===== src/sv/arp_pkg.sv =====
// ----------------------------------------------------------------------------
// arp_pkg
// Shared types, constants and helpers for the ARP request responder.
// ----------------------------------------------------------------------------
package arp_pkg;

    // Frame byte counter
    localparam int CNT_W = 6;
    typedef logic [CNT_W-1:0] count_t;

    localparam count_t CNT_MAX        = count_t'(63);
    localparam count_t MIN_FRAME_LEN  = count_t'(42);
    localparam count_t REPLY_LAST_IDX = count_t'(59);

    // Configuration register indexes
    localparam int CFG_IDX_W = 2;
    typedef logic [CFG_IDX_W-1:0] cfg_idx_t;
    localparam cfg_idx_t REG_LOCAL_IP  = cfg_idx_t'(0);
    localparam cfg_idx_t REG_LOCAL_MAC = cfg_idx_t'(1);

    // Result kinds
    localparam logic KIND_REPLY  = 1'b0;
    localparam logic KIND_LOOKUP = 1'b1;

    // Request kinds
    localparam logic REQ_FRAME  = 1'b0;
    localparam logic REQ_LOOKUP = 1'b1;

    // Frame offsets
    localparam count_t OFF_ETH_DST     = count_t'(0);
    localparam count_t OFF_ETH_SRC     = count_t'(6);
    localparam count_t OFF_ETYPE_HI    = count_t'(12);
    localparam count_t OFF_ETYPE_LO    = count_t'(13);
    localparam count_t OFF_HTYPE_HI    = count_t'(14);
    localparam count_t OFF_HTYPE_LO    = count_t'(15);
    localparam count_t OFF_PTYPE_HI    = count_t'(16);
    localparam count_t OFF_PTYPE_LO    = count_t'(17);
    localparam count_t OFF_HLEN        = count_t'(18);
    localparam count_t OFF_PLEN        = count_t'(19);
    localparam count_t OFF_OPER_HI     = count_t'(20);
    localparam count_t OFF_OPER_LO     = count_t'(21);
    localparam count_t OFF_SENDER_MAC  = count_t'(22);
    localparam count_t OFF_SENDER_IP   = count_t'(28);
    localparam count_t OFF_TARGET_MAC  = count_t'(32);
    localparam count_t OFF_TARGET_IP   = count_t'(38);
    localparam count_t OFF_PAD         = count_t'(42);

    // Header byte values
    localparam logic [7:0] ETYPE_HI   = 8'h08;
    localparam logic [7:0] ETYPE_LO   = 8'h06;
    localparam logic [7:0] HTYPE_HI   = 8'h00;
    localparam logic [7:0] HTYPE_LO   = 8'h01;
    localparam logic [7:0] PTYPE_HI   = 8'h08;
    localparam logic [7:0] PTYPE_LO   = 8'h00;
    localparam logic [7:0] HLEN_ETH   = 8'd6;
    localparam logic [7:0] PLEN_IPV4  = 8'd4;
    localparam logic [7:0] OPER_HI    = 8'h00;
    localparam logic [7:0] OPER_REQ   = 8'h01;
    localparam logic [7:0] OPER_REPLY = 8'h02;

    typedef struct packed {
        logic       check;
        logic [7:0] value;
    } hdr_chk_t;

    // Fields captured from the request, held until the next frame
    typedef struct packed {
        logic [47:0] eth_src_mac;
        logic [47:0] sender_mac;
        logic [31:0] peer_ip;
    } req_fields_t;

    // End-of-frame verdict with the sender binding for the cache
    typedef struct packed {
        logic        accept;
        logic [47:0] sender_mac;
        logic [31:0] peer_ip;
    } frame_done_t;

    // Expected value at the fixed header offsets
    function automatic hdr_chk_t hdr_expected(input count_t idx);
        hdr_chk_t r;
        r.check = 1'b1;
        unique case (idx)
            OFF_ETYPE_HI: r.value = ETYPE_HI;
            OFF_ETYPE_LO: r.value = ETYPE_LO;
            OFF_HTYPE_HI: r.value = HTYPE_HI;
            OFF_HTYPE_LO: r.value = HTYPE_LO;
            OFF_PTYPE_HI: r.value = PTYPE_HI;
            OFF_PTYPE_LO: r.value = PTYPE_LO;
            OFF_HLEN:     r.value = HLEN_ETH;
            OFF_PLEN:     r.value = PLEN_IPV4;
            OFF_OPER_HI:  r.value = OPER_HI;
            OFF_OPER_LO:  r.value = OPER_REQ;
            default:
            begin
                r.check = 1'b0;
                r.value = 8'h00;
            end
        endcase
        return r;
    endfunction

    // Byte k of a MAC, most significant first
    function automatic logic [7:0] mac_byte(input logic [47:0] mac, input logic [2:0] k);
        logic [5:0] base;
        base = 6'(8 * (5 - int'(k)));
        return mac[base +: 8];
    endfunction

    // Byte k of an IPv4 address, most significant first
    function automatic logic [7:0] ip_byte(input logic [31:0] ip, input logic [1:0] k);
        logic [4:0] base;
        base = 5'(8 * (3 - int'(k)));
        return ip[base +: 8];
    endfunction

endpackage


===== src/sv/arp_rx_parser.sv =====
// ----------------------------------------------------------------------------
// arp_rx_parser
// Byte-serial receive parser: checks the ARP header, captures addresses and
// gives the accept verdict on the last byte of each frame.
// ----------------------------------------------------------------------------
module arp_rx_parser
(
    input  logic                 clk,
    input  logic                 rst_n,
    input  logic                 byte_en,
    input  logic [7:0]           data_byte,
    input  logic                 last_byte,
    input  logic [31:0]          local_ip,
    output arp_pkg::req_fields_t fields,
    output arp_pkg::frame_done_t done
);
    import arp_pkg::*;

    count_t      byte_count_reg, byte_count_next;
    logic        header_ok_reg, header_ok_next;
    req_fields_t fields_reg, fields_next;
    logic [31:0] target_ip_reg, target_ip_next;
    hdr_chk_t    chk;
    count_t      idx;

    // Per-byte capture and header check
    always_comb
    begin
        idx             = byte_count_reg;
        fields_next     = fields_reg;
        target_ip_next  = target_ip_reg;
        header_ok_next  = header_ok_reg;
        byte_count_next = byte_count_reg;
        chk             = hdr_expected(idx);

        priority if (idx >= OFF_ETH_SRC && idx < OFF_ETYPE_HI)
            fields_next.eth_src_mac = {fields_reg.eth_src_mac[39:0], data_byte};
        else if (idx >= OFF_SENDER_MAC && idx < OFF_SENDER_IP)
            fields_next.sender_mac = {fields_reg.sender_mac[39:0], data_byte};
        else if (idx >= OFF_SENDER_IP && idx < OFF_TARGET_MAC)
            fields_next.peer_ip = {fields_reg.peer_ip[23:0], data_byte};
        else if (idx >= OFF_TARGET_IP && idx < OFF_PAD)
            target_ip_next = {target_ip_reg[23:0], data_byte};
        else
            fields_next = fields_reg;

        if (chk.check && chk.value != data_byte)
            header_ok_next = 1'b0;
        if (byte_count_reg != CNT_MAX)
            byte_count_next = byte_count_reg + count_t'(1);

        // Verdict uses the values including this byte
        done.accept     = byte_en && last_byte && header_ok_next
                          && byte_count_next >= MIN_FRAME_LEN
                          && target_ip_next == local_ip;
        done.sender_mac = fields_next.sender_mac;
        done.peer_ip    = fields_next.peer_ip;

        // End of frame restarts the parse
        if (last_byte)
        begin
            byte_count_next = '0;
            header_ok_next  = 1'b1;
        end
    end

    always_ff @(posedge clk or negedge rst_n)
    begin
        if (!rst_n)
        begin
            byte_count_reg <= '0;
            header_ok_reg  <= 1'b1;
            fields_reg     <= '0;
            target_ip_reg  <= '0;
        end
        else if (byte_en)
        begin
            byte_count_reg <= byte_count_next;
            header_ok_reg  <= header_ok_next;
            fields_reg     <= fields_next;
            target_ip_reg  <= target_ip_next;
        end
    end

    assign fields = fields_reg;

endmodule


===== src/sv/arp_cache.sv =====
// ----------------------------------------------------------------------------
// arp_ip_binding
// One-entry IP to MAC binding, loaded by accepted requests and queried by
// lookup items.
// ----------------------------------------------------------------------------
module arp_ip_binding
(
    input  logic                 clk,
    input  logic                 rst_n,
    input  arp_pkg::frame_done_t done,
    input  logic [31:0]          query_ip,
    output logic                 lookup_hit,
    output logic [47:0]          lookup_mac
);
    import arp_pkg::*;

    logic        valid_reg;
    logic [31:0] ip_reg;
    logic [47:0] mac_reg;

    // Load on each accepted request
    always_ff @(posedge clk or negedge rst_n)
    begin
        if (!rst_n)
        begin
            valid_reg <= 1'b0;
            ip_reg    <= '0;
            mac_reg   <= '0;
        end
        else if (done.accept)
        begin
            valid_reg <= 1'b1;
            ip_reg    <= done.peer_ip;
            mac_reg   <= done.sender_mac;
        end
    end

    // Query compare
    assign lookup_hit = valid_reg && (ip_reg == query_ip);
    assign lookup_mac = lookup_hit ? mac_reg : 48'h0;

endmodule


===== src/sv/arp_tx_gen.sv =====
// ----------------------------------------------------------------------------
// arp_tx_gen
// Reply sequencer: walks a byte counter over the 60-byte reply frame and
// selects each byte from the captured request and the local address.
// ----------------------------------------------------------------------------
module arp_tx_gen
(
    input  logic                 clk,
    input  logic                 rst_n,
    input  logic                 start,
    input  logic                 step,
    input  arp_pkg::req_fields_t fields,
    input  logic [31:0]          local_ip,
    input  logic [47:0]          local_mac,
    output logic                 busy,
    output logic [7:0]           tx_byte,
    output logic                 tx_last
);
    import arp_pkg::*;

    logic     busy_reg, busy_next;
    count_t   tx_count_reg, tx_count_next;
    hdr_chk_t hdr_val;

    // Counter and busy flag
    always_comb
    begin
        busy_next     = busy_reg;
        tx_count_next = tx_count_reg;
        if (start)
        begin
            busy_next     = 1'b1;
            tx_count_next = '0;
        end
        else if (busy_reg && step)
        begin
            tx_count_next = tx_count_reg + count_t'(1);
            if (tx_count_reg == REPLY_LAST_IDX)
                busy_next = 1'b0;
        end
    end

    always_ff @(posedge clk or negedge rst_n)
    begin
        if (!rst_n)
        begin
            busy_reg     <= 1'b0;
            tx_count_reg <= '0;
        end
        else
        begin
            busy_reg     <= busy_next;
            tx_count_reg <= tx_count_next;
        end
    end

    // Fixed header byte at the current offset
    assign hdr_val = hdr_expected(tx_count_reg);

    // Reply byte select
    always_comb
    begin
        priority if (tx_count_reg < OFF_ETH_SRC)
            tx_byte = mac_byte(fields.eth_src_mac, 3'(tx_count_reg - OFF_ETH_DST));
        else if (tx_count_reg < OFF_ETYPE_HI)
            tx_byte = mac_byte(local_mac, 3'(tx_count_reg - OFF_ETH_SRC));
        else if (tx_count_reg == OFF_OPER_LO)
            tx_byte = OPER_REPLY;
        else if (tx_count_reg < OFF_SENDER_MAC)
            tx_byte = hdr_val.value;
        else if (tx_count_reg < OFF_SENDER_IP)
            tx_byte = mac_byte(local_mac, 3'(tx_count_reg - OFF_SENDER_MAC));
        else if (tx_count_reg < OFF_TARGET_MAC)
            tx_byte = ip_byte(local_ip, 2'(tx_count_reg - OFF_SENDER_IP));
        else if (tx_count_reg < OFF_TARGET_IP)
            tx_byte = mac_byte(fields.sender_mac, 3'(tx_count_reg - OFF_TARGET_MAC));
        else if (tx_count_reg < OFF_PAD)
            tx_byte = ip_byte(fields.peer_ip, 2'(tx_count_reg - OFF_TARGET_IP));
        else
            tx_byte = 8'h00;
    end

    assign busy    = busy_reg;
    assign tx_last = (tx_count_reg == REPLY_LAST_IDX);

endmodule


===== src/sv/arp_request_responder.sv =====
// ----------------------------------------------------------------------------
// arp_request_responder
// Byte-serial ARP responder for IPv4 over Ethernet with a one-entry cache.
//
//   Channel  Handshake              Payload
//   req      req_valid/req_ready    req_type, data_byte, last_byte, query_ip
//   rsp      rsp_valid/rsp_ready    result_kind, reply_byte, reply_last,
//                                   lookup_hit, lookup_mac
//   cfg      cfg_valid/cfg_ready    cfg_index, cfg_data (always ready)
//
// Frame bytes and lookups are taken one per cycle while req_ready is high; a lookup answer appears
// in the output register the cycle after it is accepted.
// An accepted request starts a 60-word reply, one word per cycle when rsp is
// not stalled; req is held off while those words are loaded.
// req_ready also drops while a full output word is stalled.
// Reset clears the parser, the cache valid bit and both local registers.
// ----------------------------------------------------------------------------
module arp_request_responder
(
    input  logic                   clk,
    input  logic                   rst_n,
    // request channel
    input  logic                   req_valid,
    output logic                   req_ready,
    input  logic                   req_type,
    input  logic [7:0]             data_byte,
    input  logic                   last_byte,
    input  logic [31:0]            query_ip,
    // result channel
    output logic                   rsp_valid,
    input  logic                   rsp_ready,
    output logic                   result_kind,
    output logic [7:0]             reply_byte,
    output logic                   reply_last,
    output logic                   lookup_hit,
    output logic [47:0]            lookup_mac,
    // configuration channel
    input  logic                   cfg_valid,
    output logic                   cfg_ready,
    input  arp_pkg::cfg_idx_t      cfg_index,
    input  logic [47:0]            cfg_data
);
    import arp_pkg::*;

    logic        slot_free;
    logic        req_fire;
    logic        byte_en;
    logic        lookup_en;
    logic        tx_busy;
    logic        tx_step;
    logic [7:0]  tx_byte;
    logic        tx_last;
    logic        hit;
    logic [47:0] hit_mac;

    logic [31:0] local_ip_reg;
    logic [47:0] local_mac_reg;

    req_fields_t fields;
    frame_done_t done;

    logic        out_valid_reg;
    logic        out_kind_reg;
    logic [7:0]  out_byte_reg;
    logic        out_last_reg;
    logic        out_hit_reg;
    logic [47:0] out_mac_reg;

    // Handshake
    assign slot_free = !out_valid_reg || rsp_ready;
    assign req_ready = slot_free && !tx_busy;
    assign req_fire  = req_valid && req_ready;
    assign byte_en   = req_fire && (req_type == REQ_FRAME);
    assign lookup_en = req_fire && (req_type == REQ_LOOKUP);
    assign tx_step   = tx_busy && slot_free;
    assign cfg_ready = 1'b1;

    // Configuration registers
    always_ff @(posedge clk or negedge rst_n)
    begin
        if (!rst_n)
        begin
            local_ip_reg  <= '0;
            local_mac_reg <= '0;
        end
        else if (cfg_valid && cfg_ready)
        begin
            if (cfg_index == REG_LOCAL_IP)
                local_ip_reg <= cfg_data[31:0];
            else if (cfg_index == REG_LOCAL_MAC)
                local_mac_reg <= cfg_data;
        end
    end

    arp_rx_parser u_rx
    (
        .clk       (clk),
        .rst_n     (rst_n),
        .byte_en   (byte_en),
        .data_byte (data_byte),
        .last_byte (last_byte),
        .local_ip  (local_ip_reg),
        .fields    (fields),
        .done      (done)
    );

    arp_ip_binding u_cache
    (
        .clk        (clk),
        .rst_n      (rst_n),
        .done       (done),
        .query_ip   (query_ip),
        .lookup_hit (hit),
        .lookup_mac (hit_mac)
    );

    arp_tx_gen u_tx
    (
        .clk       (clk),
        .rst_n     (rst_n),
        .start     (done.accept),
        .step      (tx_step),
        .fields    (fields),
        .local_ip  (local_ip_reg),
        .local_mac (local_mac_reg),
        .busy      (tx_busy),
        .tx_byte   (tx_byte),
        .tx_last   (tx_last)
    );

    // Output register: lookup answers and reply bytes never load together
    always_ff @(posedge clk or negedge rst_n)
    begin
        if (!rst_n)
        begin
            out_valid_reg <= 1'b0;
            out_kind_reg  <= KIND_REPLY;
            out_byte_reg  <= '0;
            out_last_reg  <= 1'b0;
            out_hit_reg   <= 1'b0;
            out_mac_reg   <= '0;
        end
        else if (lookup_en)
        begin
            out_valid_reg <= 1'b1;
            out_kind_reg  <= KIND_LOOKUP;
            out_byte_reg  <= 8'h00;
            out_last_reg  <= 1'b0;
            out_hit_reg   <= hit;
            out_mac_reg   <= hit_mac;
        end
        else if (tx_step)
        begin
            out_valid_reg <= 1'b1;
            out_kind_reg  <= KIND_REPLY;
            out_byte_reg  <= tx_byte;
            out_last_reg  <= tx_last;
            out_hit_reg   <= 1'b0;
            out_mac_reg   <= '0;
        end
        else if (rsp_ready)
        begin
            out_valid_reg <= 1'b0;
        end
    end

    assign rsp_valid   = out_valid_reg;
    assign result_kind = out_kind_reg;
    assign reply_byte  = out_byte_reg;
    assign reply_last  = out_last_reg;
    assign lookup_hit  = out_hit_reg;
    assign lookup_mac  = out_mac_reg;

endmodule

===== config.mk =====
export PLATFORM = sky130hd
export DESIGN_NAME = arp_request_responder
export DESIGN_NICKNAME = d
export VERILOG_FILES = /design/src/sv/arp_pkg.sv /design/src/sv/arp_rx_parser.sv /design/src/sv/arp_cache.sv /design/src/sv/arp_tx_gen.sv /design/src/sv/arp_request_responder.sv
export SDC_FILE = /design/constraint.sdc
export NUM_CORES = 1
export LEC_CHECK = 0
export BUFFER_PORTS_ARGS = -buffer_cell sky130_fd_sc_hd__buf_2
export CAP_MARGIN = 20
export CORE_MARGIN = 3
export CORE_UTILIZATION = 55
export CTS_BUF_LIST = sky130_fd_sc_hd__clkbuf_4 sky130_fd_sc_hd__clkbuf_8
export DETAILED_ROUTE_END_ITERATION = 12
export PLACE_DENSITY = 0.74
export REMOVE_ABC_BUFFERS = 1
export SYNTH_ARGS = -nofsm -noshare
export SYNTH_HDL_FRONTEND = slang
export SYNTH_SLANG_ARGS = --single-unit

===== constraint.sdc =====
create_clock -name clk -period 11.7 [get_ports clk]
set_clock_uncertainty 0.2 [all_clocks]
set_input_delay 3.51 -clock clk [delete_from_list [all_inputs] [get_ports clk]]
set_output_delay 3.51 -clock clk [all_outputs]
set_load 0.05 [all_outputs]

# ---- Word-level counts from Yosys, hierarchy flattened
# Index checks and enable logic that the tools add are counted.
dict set report totals {
  reg_bits 395
  in_bits 97
  out_inout_bits 62
}
dict set report classes {
  add_sub_neg 13
  n_lt_le_gt_ge 16
  eq_ne 23
  shifts 6
  n_mux 41
  n_bitwise 2
  reduce_logical 34
}
# cell count
set op_table {}
lappend op_table {{$mux 32} 6}
lappend op_table {{$mux 48} 4}
lappend op_table {{$shiftx 48x7->8} 4}
lappend op_table {{$mux 8} 10}
lappend op_table {{$mux 80} 1}
lappend op_table {{$eq 32x32->1} 2}
lappend op_table {{$shiftx 32x6->8} 2}
lappend op_table {{$eq 6x5->1 const B} 10}
lappend op_table {{$eq 6x4->1 const B} 7}
lappend op_table {{$pmux 4 s4} 2}
lappend op_table {{$lt 6x6->1 const B} 5}
lappend op_table {{$mux 6} 4}
lappend op_table {{$lt 6x5->1 const B} 3}
lappend op_table {{$logic_and 1x1->1} 16}
lappend op_table {{$mux 1} 14}
lappend op_table {{$add 6x1->6 const B} 2}
lappend op_table {{$ge 6x5->1 const B} 2}
lappend op_table {{$ge 6x6->1 const B} 2}
lappend op_table {{$lt 6x4->1 const B} 2}
lappend op_table {{$sub 3x3->3 const A} 4}
lappend op_table {{$reduce_or 10->1} 1}
lappend op_table {{$reduce_or 2->1} 5}
lappend op_table {{$ne 4x8->1} 1}
lappend op_table {{$eq 6x6->1 const B} 1}
lappend op_table {{17 further kinds} 25}

# ---- Longest topological paths before layout
# Gate-level depths: netlist of run 1.
dict set report depth {
  depth_word 13
  ltp_mapped 14
}

# ---- Cells and area by module
# Synthesis of run 1 repeated with hierarchy kept, for this count alone.
dict set report hier_totals {
  cells_unflattened 1664
  hier_area_um2 20810.0
}
# module n_inst cells_each area_each_um2
set modules_own_cells {}
lappend modules_own_cells {arp_rx_parser 1 715 8778.4}
lappend modules_own_cells {arp_request_responder 1 314 5252.5}
lappend modules_own_cells {arp_ip_binding 1 360 4196.5}
lappend modules_own_cells {arp_tx_gen 1 275 2582.5}

# ---- Worst setup path after synthesis of run 1
# OpenSTA, ideal clock, no wires.
dict set report synth_timing {
  path_type {input -> output}
  startpoint {input rsp_ready}
  endpoint {output req_ready}
  t_arrival_ps 4255
  required_time_ps 7990
  path_slack_ps 3735
  cell_stages 2
  path_buffers 0
  cell_sequence {nor2b_1 -> nor2_1}
}
dict set report synth_between {
  elab_chain_cells 2
}
# item line
set synth_rtl {}
lappend synth_rtl {{start: declaration} arp_request_responder.sv:31} ;# input logic rsp_ready,
lappend synth_rtl {{$logic_or 1x1->1} arp_request_responder.sv:70} ;# assign slot_free = !out_valid_reg || rsp_ready;
lappend synth_rtl {{$logic_and 1x1->1} arp_request_responder.sv:71} ;# assign req_ready = slot_free && !tx_busy;
lappend synth_rtl {{end: declaration} arp_request_responder.sv:24} ;# output logic req_ready,
# No other way between the ends.

# ---- Final worst setup path of run 1
# Ends and elaborated chain as after synthesis.

==> results of run 1 <==
## cells in the final DEF, fill, tap and decap left out, types with 3 or more instances in the layout
cell,instances
a211oi_1,7
a21o_1,3
a21oi_1,48
a221oi_1,14
a22o_1,50
and2_1,5
and3_1,6
buf_2,156
buf_4,20
clkbuf_4,27
clkbuf_8,77
clkinv_2,4
dfrtp_1,392
ha_1,10
inv_1,33
mux2_2,362
mux2_4,20
mux2i_1,26
mux4_2,40
nand2_1,63
nand2b_1,13
nand3_1,12
nand4_1,8
nor2_1,39
nor2b_1,5
nor3_1,8
nor4_1,18
o211ai_1,9
o21ai_0,56
o221ai_1,10
o22a_1,4
o22ai_1,33
o2bb2ai_1,3
o31a_1,3
o32a_1,5
o32ai_1,17
or2_2,3
or3b_2,3
xnor2_1,20
xor2_1,48
## power breakdown
part | switching [mW] | internal (mW) | total [mW]
Combinational | 0.168 | 0.144 | 0.312
Sequential | 0.0663 | 1.44 | 1.51
Clock | 0.532 | 0.684 | 1.22
## logic make-up (layout without fill, tap and decap cells)
group / after synthesis / after routing / share of synthesized area [%]
multiplexers: 448 / 448 / 28.1
buffers and inverters: 148 / 326 / 3.12
other: 1 / 1 / 0.0190
AO/OA/AOI/OAI: 279 / 279 / 9.91
adder cells (fa/ha/maj): 10 / 10 / 0.634
AND/OR/NAND/NOR: 200 / 200 / 5.08
flip-flops: 395 / 395 / 50.1
XOR/XNOR: 68 / 68 / 3.02
## area by class of cell
| cell class | count | area (µm²) | area share [%] |
|---|---|---|---|
| Clock buffer | 104 | 1260 | 5.70 |
| Multi-Input combinational cell | 1006 | 9260 | 41.8 |
| Sequential cell | 395 | 9890 | 44.7 |
| Clock inverter | 8 | 60.1 | 0.271 |
| Timing Repair Buffer | 178 | 966 | 4.36 |
| Tap cell | 455 | 569 | 2.57 |
| Inverter | 36 | 135 | 0.610 |
## worst min-delay path by stage
stage | cells past startpoint | to | slack [ns] | startpoint
6_report | 1 | u_cache.valid_reg$_DFFE_PN0N_ | 0.26 | u_cache.valid_reg$_DFFE_PN0N_
3_3_place_gp | 1 | u_cache.valid_reg$_DFFE_PN0N_ | 0.25 | u_cache.valid_reg$_DFFE_PN0N_
4_1_cts | 1 | u_cache.valid_reg$_DFFE_PN0N_ | 0.27 | u_cache.valid_reg$_DFFE_PN0N_
5_1_grt | 1 | u_cache.valid_reg$_DFFE_PN0N_ | 0.29 | u_cache.valid_reg$_DFFE_PN0N_
3_5_place_dp | 1 | u_cache.valid_reg$_DFFE_PN0N_ | 0.26 | u_cache.valid_reg$_DFFE_PN0N_
2_1_floorplan | 1 | u_cache.valid_reg$_DFFE_PN0N_ | 0.23 | u_cache.valid_reg$_DFFE_PN0N_
## layer usage
layer	track usage, %	vias to the layer above	routed length (µm)
li1	-	6039	-
met5	0	-	13
met1	33.5	6789	20100
met3	4.18	93	2560
met2	39.6	427	22400
met4	8.08	2	1250
## cell usage after synthesis (4+ instances only)
cell type  instances
a211oi_1           7
a21oi_1           49
a221oi_1          14
a22o_1            50
and2_1             5
and3_1             6
buf_1             18
buf_2              9
buf_6              6
clkbuf_1          78
dfrtp_1          394
ha_1              10
inv_1             33
mux2_2           362
mux2_4            20
mux2i_1           26
mux4_2            40
nand2_1           64
nand2b_1          13
nand3_1           12
nand4_1            8
nor2_1            41
nor2b_1            5
nor3_1             9
nor4_1            18
o211ai_1           9
o21ai_0           56
o221ai_1          10
o22a_1             4
o22ai_1           33
o32a_1             5
o32ai_1           17
xnor2_1           20
xor2_1            48
==> metrics.md, run 1 <==
| Metric | Value |
|---|---|
| Status | finished, final reports clean |
| Gpl congestion | about 0.88 |
| WP data arrival | between 4 and 5 ns |
| Row count | 68 |
| Max Cap Viol | 0 |
| First-pass GRT wire length | approximately 75,000 µm |
| Flip-flop count of the largest register after layout | 128 |
| Placed Instances | a little over 2,000 |
| Worst path bufs/invs | 2 |
| Post-CTS Resized | 0 |
| H-tree Lvls | 3 |
| Post-synth EDFFs | 0 |
| Maximum clock frequency | 0.127 GHz |
| Setup violations, final | 0 |
| Worst slack, placed | 3.86 ns |
| Worst setup EP type | primary output |
| Top cell type by total area after synthesis | dfrtp_1 |
| Crit-path slowest cell | buf_2 |
| Netlist Area Pre-Place | about 20,000 µm² |
| Clk root buf | clkbuf_8 |
| Gr usage total | between 20 and 25% |
| Worst Hold Class | register to register |
| Avg Inst Size Synth | approximately 13 µm² |
| Via-to-Cell Ratio | 6.12 |
| Reg2reg end | u_cache.mac_reg[29]$_DFFE_PN0N_ |
| Setup repair after global routing missed its margin | no |
| Share of layout cells above drive strength 1 | roughly 42% |
| R2R Path Start | u_rx.byte_count_reg[1]$_DFFE_PN0P_ |
| Setup_tns | 0 ns |
| Ports | 159 |
| Crit-path max cell delay | 0.22 ns |
| Vias | between 10,000 and 15,000 |
| Final Max Slew Viols | 0 |
| Post-route insts no fill | 2,182 |
| Area Growth Syn to Fin | 12.3% |
| Final Cycle Share | 67.2% |
| CP Max Fanout | 3 |
| Drt wl/cell | around 21 µm |
| Die X | 195 µm |
| Core area | 35,000 µm² |
| Fillcell total | about 2,700 |
| Worst hold slack | between 0.2 and 0.3 ns |
| Yosys reg bits | between 300 and 400 |
| Share of the synthesized area in the top cell type | 50.0% |
| Layout Nets | approximately 1,800 |
| Die footprint | 38,200 µm² |
| DP HPWL | 30,600 µm |
| Initial antenna violation count | 1 |
| CP Capture Point | req_ready |
| Yosys cell types | just under 70 |
| Worst setup margin | between 3 and 4 ns |
| Power Total | 3.04 mW |
| PwrDens | around 140 nW/µm² |
| LEAKAGE | 10.5 nW |
| Largest net degree at the start of global routing | between 100 and 150 |
| DRC viols | 0 |
| Depth of the most critical reg-to-reg path | 10 |
| Port Buffer Count | 157 |
| Minimum clock period after layout | roughly 7.9 ns |
| CTS tree | yes |
| Crit Path Category | input port to primary output |
| Initial core utilization | around 56% |
| Detail Route Antenna Nets | 0 |
| Ys async rst share | 100% |
| Worst path depth | 4 |
| Clk buf depth | 3 |
| Post-CTS Repair Setup Buffers | 0 |
| CTS Hold Bufs | 0 |
| Placed Instance Area | 20,800 µm² |
| Number of DRC markers in iteration 0 | 875 |
| R2R setup slack | approximately 6.3 ns |
| Num Clock Sinks | 395 |
| Most used cell, CP | buf_2 |
| Synth warn | 0 |
| Die Y | 195 µm |
| Final core utilization | between 60% and 70% |
| Worst-margin pin slew | 1.06 ns |
| Synth top area cells | dfrtp_1 50%, mux2_2 21%, mux4_2 4.6%, a22o_1 2.2%, xor2_1 2.1% |
| CTS clock-pin slew for the worst setup and hold paths | ~0.06 ns |
| Most used DFF post-synth | dfrtp_1 |
| VDD IR-drop max | about 0.000086 V |
| Synth Instances | around 1,500 |
| Finished Cell Area | around 22,000 µm² |
| Antenna fix cells | 0 |
| Worst-skew pair later-pin latency | 0.59 ns |
| Final Hold Viols | 0 |
| Routed WL | 46,300 µm |
| Crit path max-delay family | buffers and inverters |
| DRT Pass-1 Iters | 5 |
| Critical path data required time | 7.99 ns |
| CP Launch Type | input port |
| Crit. Startpoint | rsp_ready |
| Crit path cell chain | buf_2 -> nor2b_1 -> nor2_1 -> buf_2 |
| GRT overflow | 0 |
| Rel. slew slack | about 29% |
| TritonCTS Buffers | 67 |
| Register area share after synthesis | approximately 50% |
| Vias in the first global route | approximately 14,000 |
(Power assumes the default switching activity.)
==> inputs of run 2 (changes only) <==
- PLACE_DENSITY: 0.74 -> 0.77
- clock period: 11.7 -> 7 ns (I/O delays scaled with it)
==> run 2 against run 1 <==
Effect of this change: hold slack about the same; final cell count up 0.46%; worst setup slack worse by 2.1 ns; critical path depth unchanged; sequential share of layout area down 0.32 points; critical path type unchanged; largest power group unchanged.
==> metrics.md, run 2 (synthesized netlist as in run 1, its figures left out) <==
| Metric | Value |
|---|---|
| DRC viols | 0 |
| First-pass GRT wire length | about 75,000 µm |
| Drt wl/cell | ~22 µm |
| Row count | roughly 70 |
| Number of DRC markers in iteration 0 | ~980 |
| Final core utilization | between 60% and 70% |
| Largest net degree at the start of global routing | ~120 |
| Final Cycle Share | ~76% |
| Gr usage total | between 20% and 30% |
| Worst setup EP type | primary output |
| CP Max Fanout | 3 |
| Gpl congestion | between 0.9 and 1 |
| TritonCTS Buffers | between 60 and 70 |
| Setup_tns | 0 ns |
| CTS clock-pin slew for the worst setup and hold paths | roughly 0.060 ns |
| Clk root buf | clkbuf_8 |
| Routed WL | ~47,000 µm |
| Die X | 195 µm |
| Ports | 159 |
| VDD IR-drop max | approximately 0.00016 V |
| Area Growth Syn to Fin | 13.1% |
| Post-CTS Resized | 0 |
| Setup repair after global routing missed its margin | no |
| Final Hold Viols | 0 |
| Vias in the first global route | 13,700 |
| Fillcell total | roughly 2,600 |
| DP HPWL | 31,200 µm |
| Status | finished, final reports clean |
| Initial core utilization | 56.4% |
| GRT overflow | 0 |
| Rel. slew slack | 26.5% |
| Max Cap Viol | 0 |
| Register area | 9890 µm² |
| Share of layout cells above drive strength 1 | between 40% and 50% |
| Post-CTS Repair Setup Buffers | 0 |
| Die Y | around 200 µm |
| Minimum clock period after layout | 5.29 ns |
| Port Buffer Count | approximately 160 |
| R2R setup slack | around 1.8 ns |
| Multi-input logic area | a little over 9000 µm² |
| Clk buf depth | 3 |
| Flip-flop count of the largest register after layout | 128 |
| CP Launch Type | input port |
| Layout Nets | about 1,800 |
| Num Clock Sinks | 395 |
| Antenna fix cells | 0 |
| Critical path data required time | roughly 4.7 ns |
| WP data arrival | about 3.0 ns |
| DRT Pass-1 Iters | 5 |
| H-tree Lvls | 3 |
| Final Max Slew Viols | 0 |
| LEAKAGE | 10.6 nW |
| Maximum clock frequency | between 0.15 and 0.2 GHz |
| Initial antenna violation count | 2 |
| Worst Hold Class | register to register |
| Setup violations, final | 0 |
| Via-to-Cell Ratio | between 6 and 7 |
| Most frequent cells in the layout | 392 x dfrtp_1, 362 x mux2_2, 156 x buf_2, 87 x clkbuf_8, 63 x nand2_1 |
| PwrDens | 234 nW/µm² |
| Detail Route Antenna Nets | 0 |
| Worst-skew pair later-pin latency | ~0.62 ns |
| Die footprint | roughly 38,000 µm² |
| Core area | 35,000 µm² |
| Crit Path Category | input port to primary output |
| Most common cell after layout, fill and taps aside | dfrtp_1 |
| Worst-margin pin slew | 1.10 ns |
| CTS Hold Bufs | 0 |
| Vias | ~14,000 |
| CTS tree | yes |
[run 2: path summary, 6_finish.rpt]
check                      cells after the start                          startpoint                               to
max                                            4                           rsp_ready                        req_ready
max in group asynchronous                      2                               rst_n      local_ip_reg[4]$_DFFE_PN0P_
min reg2reg                                    1       u_cache.valid_reg$_DFFE_PN0N_    u_cache.valid_reg$_DFFE_PN0N_
min in group asynchronous                      1                               rst_n     u_rx.fields[127]$_DFFE_PN0P_
max reg2reg                                   10  u_rx.byte_count_reg[1]$_DFFE_PN0P_  u_cache.mac_reg[42]$_DFFE_PN0N_
min                                            1       u_cache.valid_reg$_DFFE_PN0N_    u_cache.valid_reg$_DFFE_PN0N_
[run 2: cell type report]
| class | instances | area share, % |
|---|---|---|
| clock buffers | 107 | 6.04 |
| inverters | 36 | 0.606 |
| well taps | 455 | 2.55 |
| repair buffers | 180 | 4.57 |
| flip-flops and latches | 395 | 44.4 |
| clock inverters | 13 | 0.359 |
| multi-input cells | 1006 | 41.5 |
[run 2: power by group]
part | leakage [nW] | internal (mW) | total (mW) | switching (mW)
clock | 0.764 | 1.22 | 2.17 | 0.942
combinational | 4.52 | 0.245 | 0.519 | 0.274
sequential | 5.32 | 2.41 | 2.54 | 0.125
total | 10.6 | 3.88 | 5.22 | 1.34
[run 2: through the flow]
step / std cells / total power, mW / worst slack, ns / hold slack [ns] / cell area (µm²)
after floorplan: 1437 / 2.86 / 0.515 / 0.234 / 19200
after global placement: 2070 / 3.06 / 1.38 / 0.249 / 20800
after detailed placement: 2071 / 3.09 / 1.33 / 0.252 / 20900
after CTS: 2191 / 5.26 / 1.79 / 0.269 / 22300
after global routing: 2192 / 5.43 / 1.62 / 0.284 / 22300
final: 2192 / 5.22 / 1.71 / 0.264 / 22300
[run 2: layer usage]
| layer | wire length, µm | vias up | track usage, % |
|---|---|---|---|
| li1 | - | 6046 | - |
| met1 | 19900 | 6846 | 33.8 |
| met2 | 22400 | 485 | 38.2 |
| met3 | 3150 | 122 | 5.90 |
| met4 | 1610 | 2 | 9.90 |
| met5 | 13 | - | 0 |
[run 2: worst max-delay path, stage by stage]
cell	delay, ns
buf_2	0.10
nor2b_1	0.40
nor2_1	0.14
buf_2	0.24
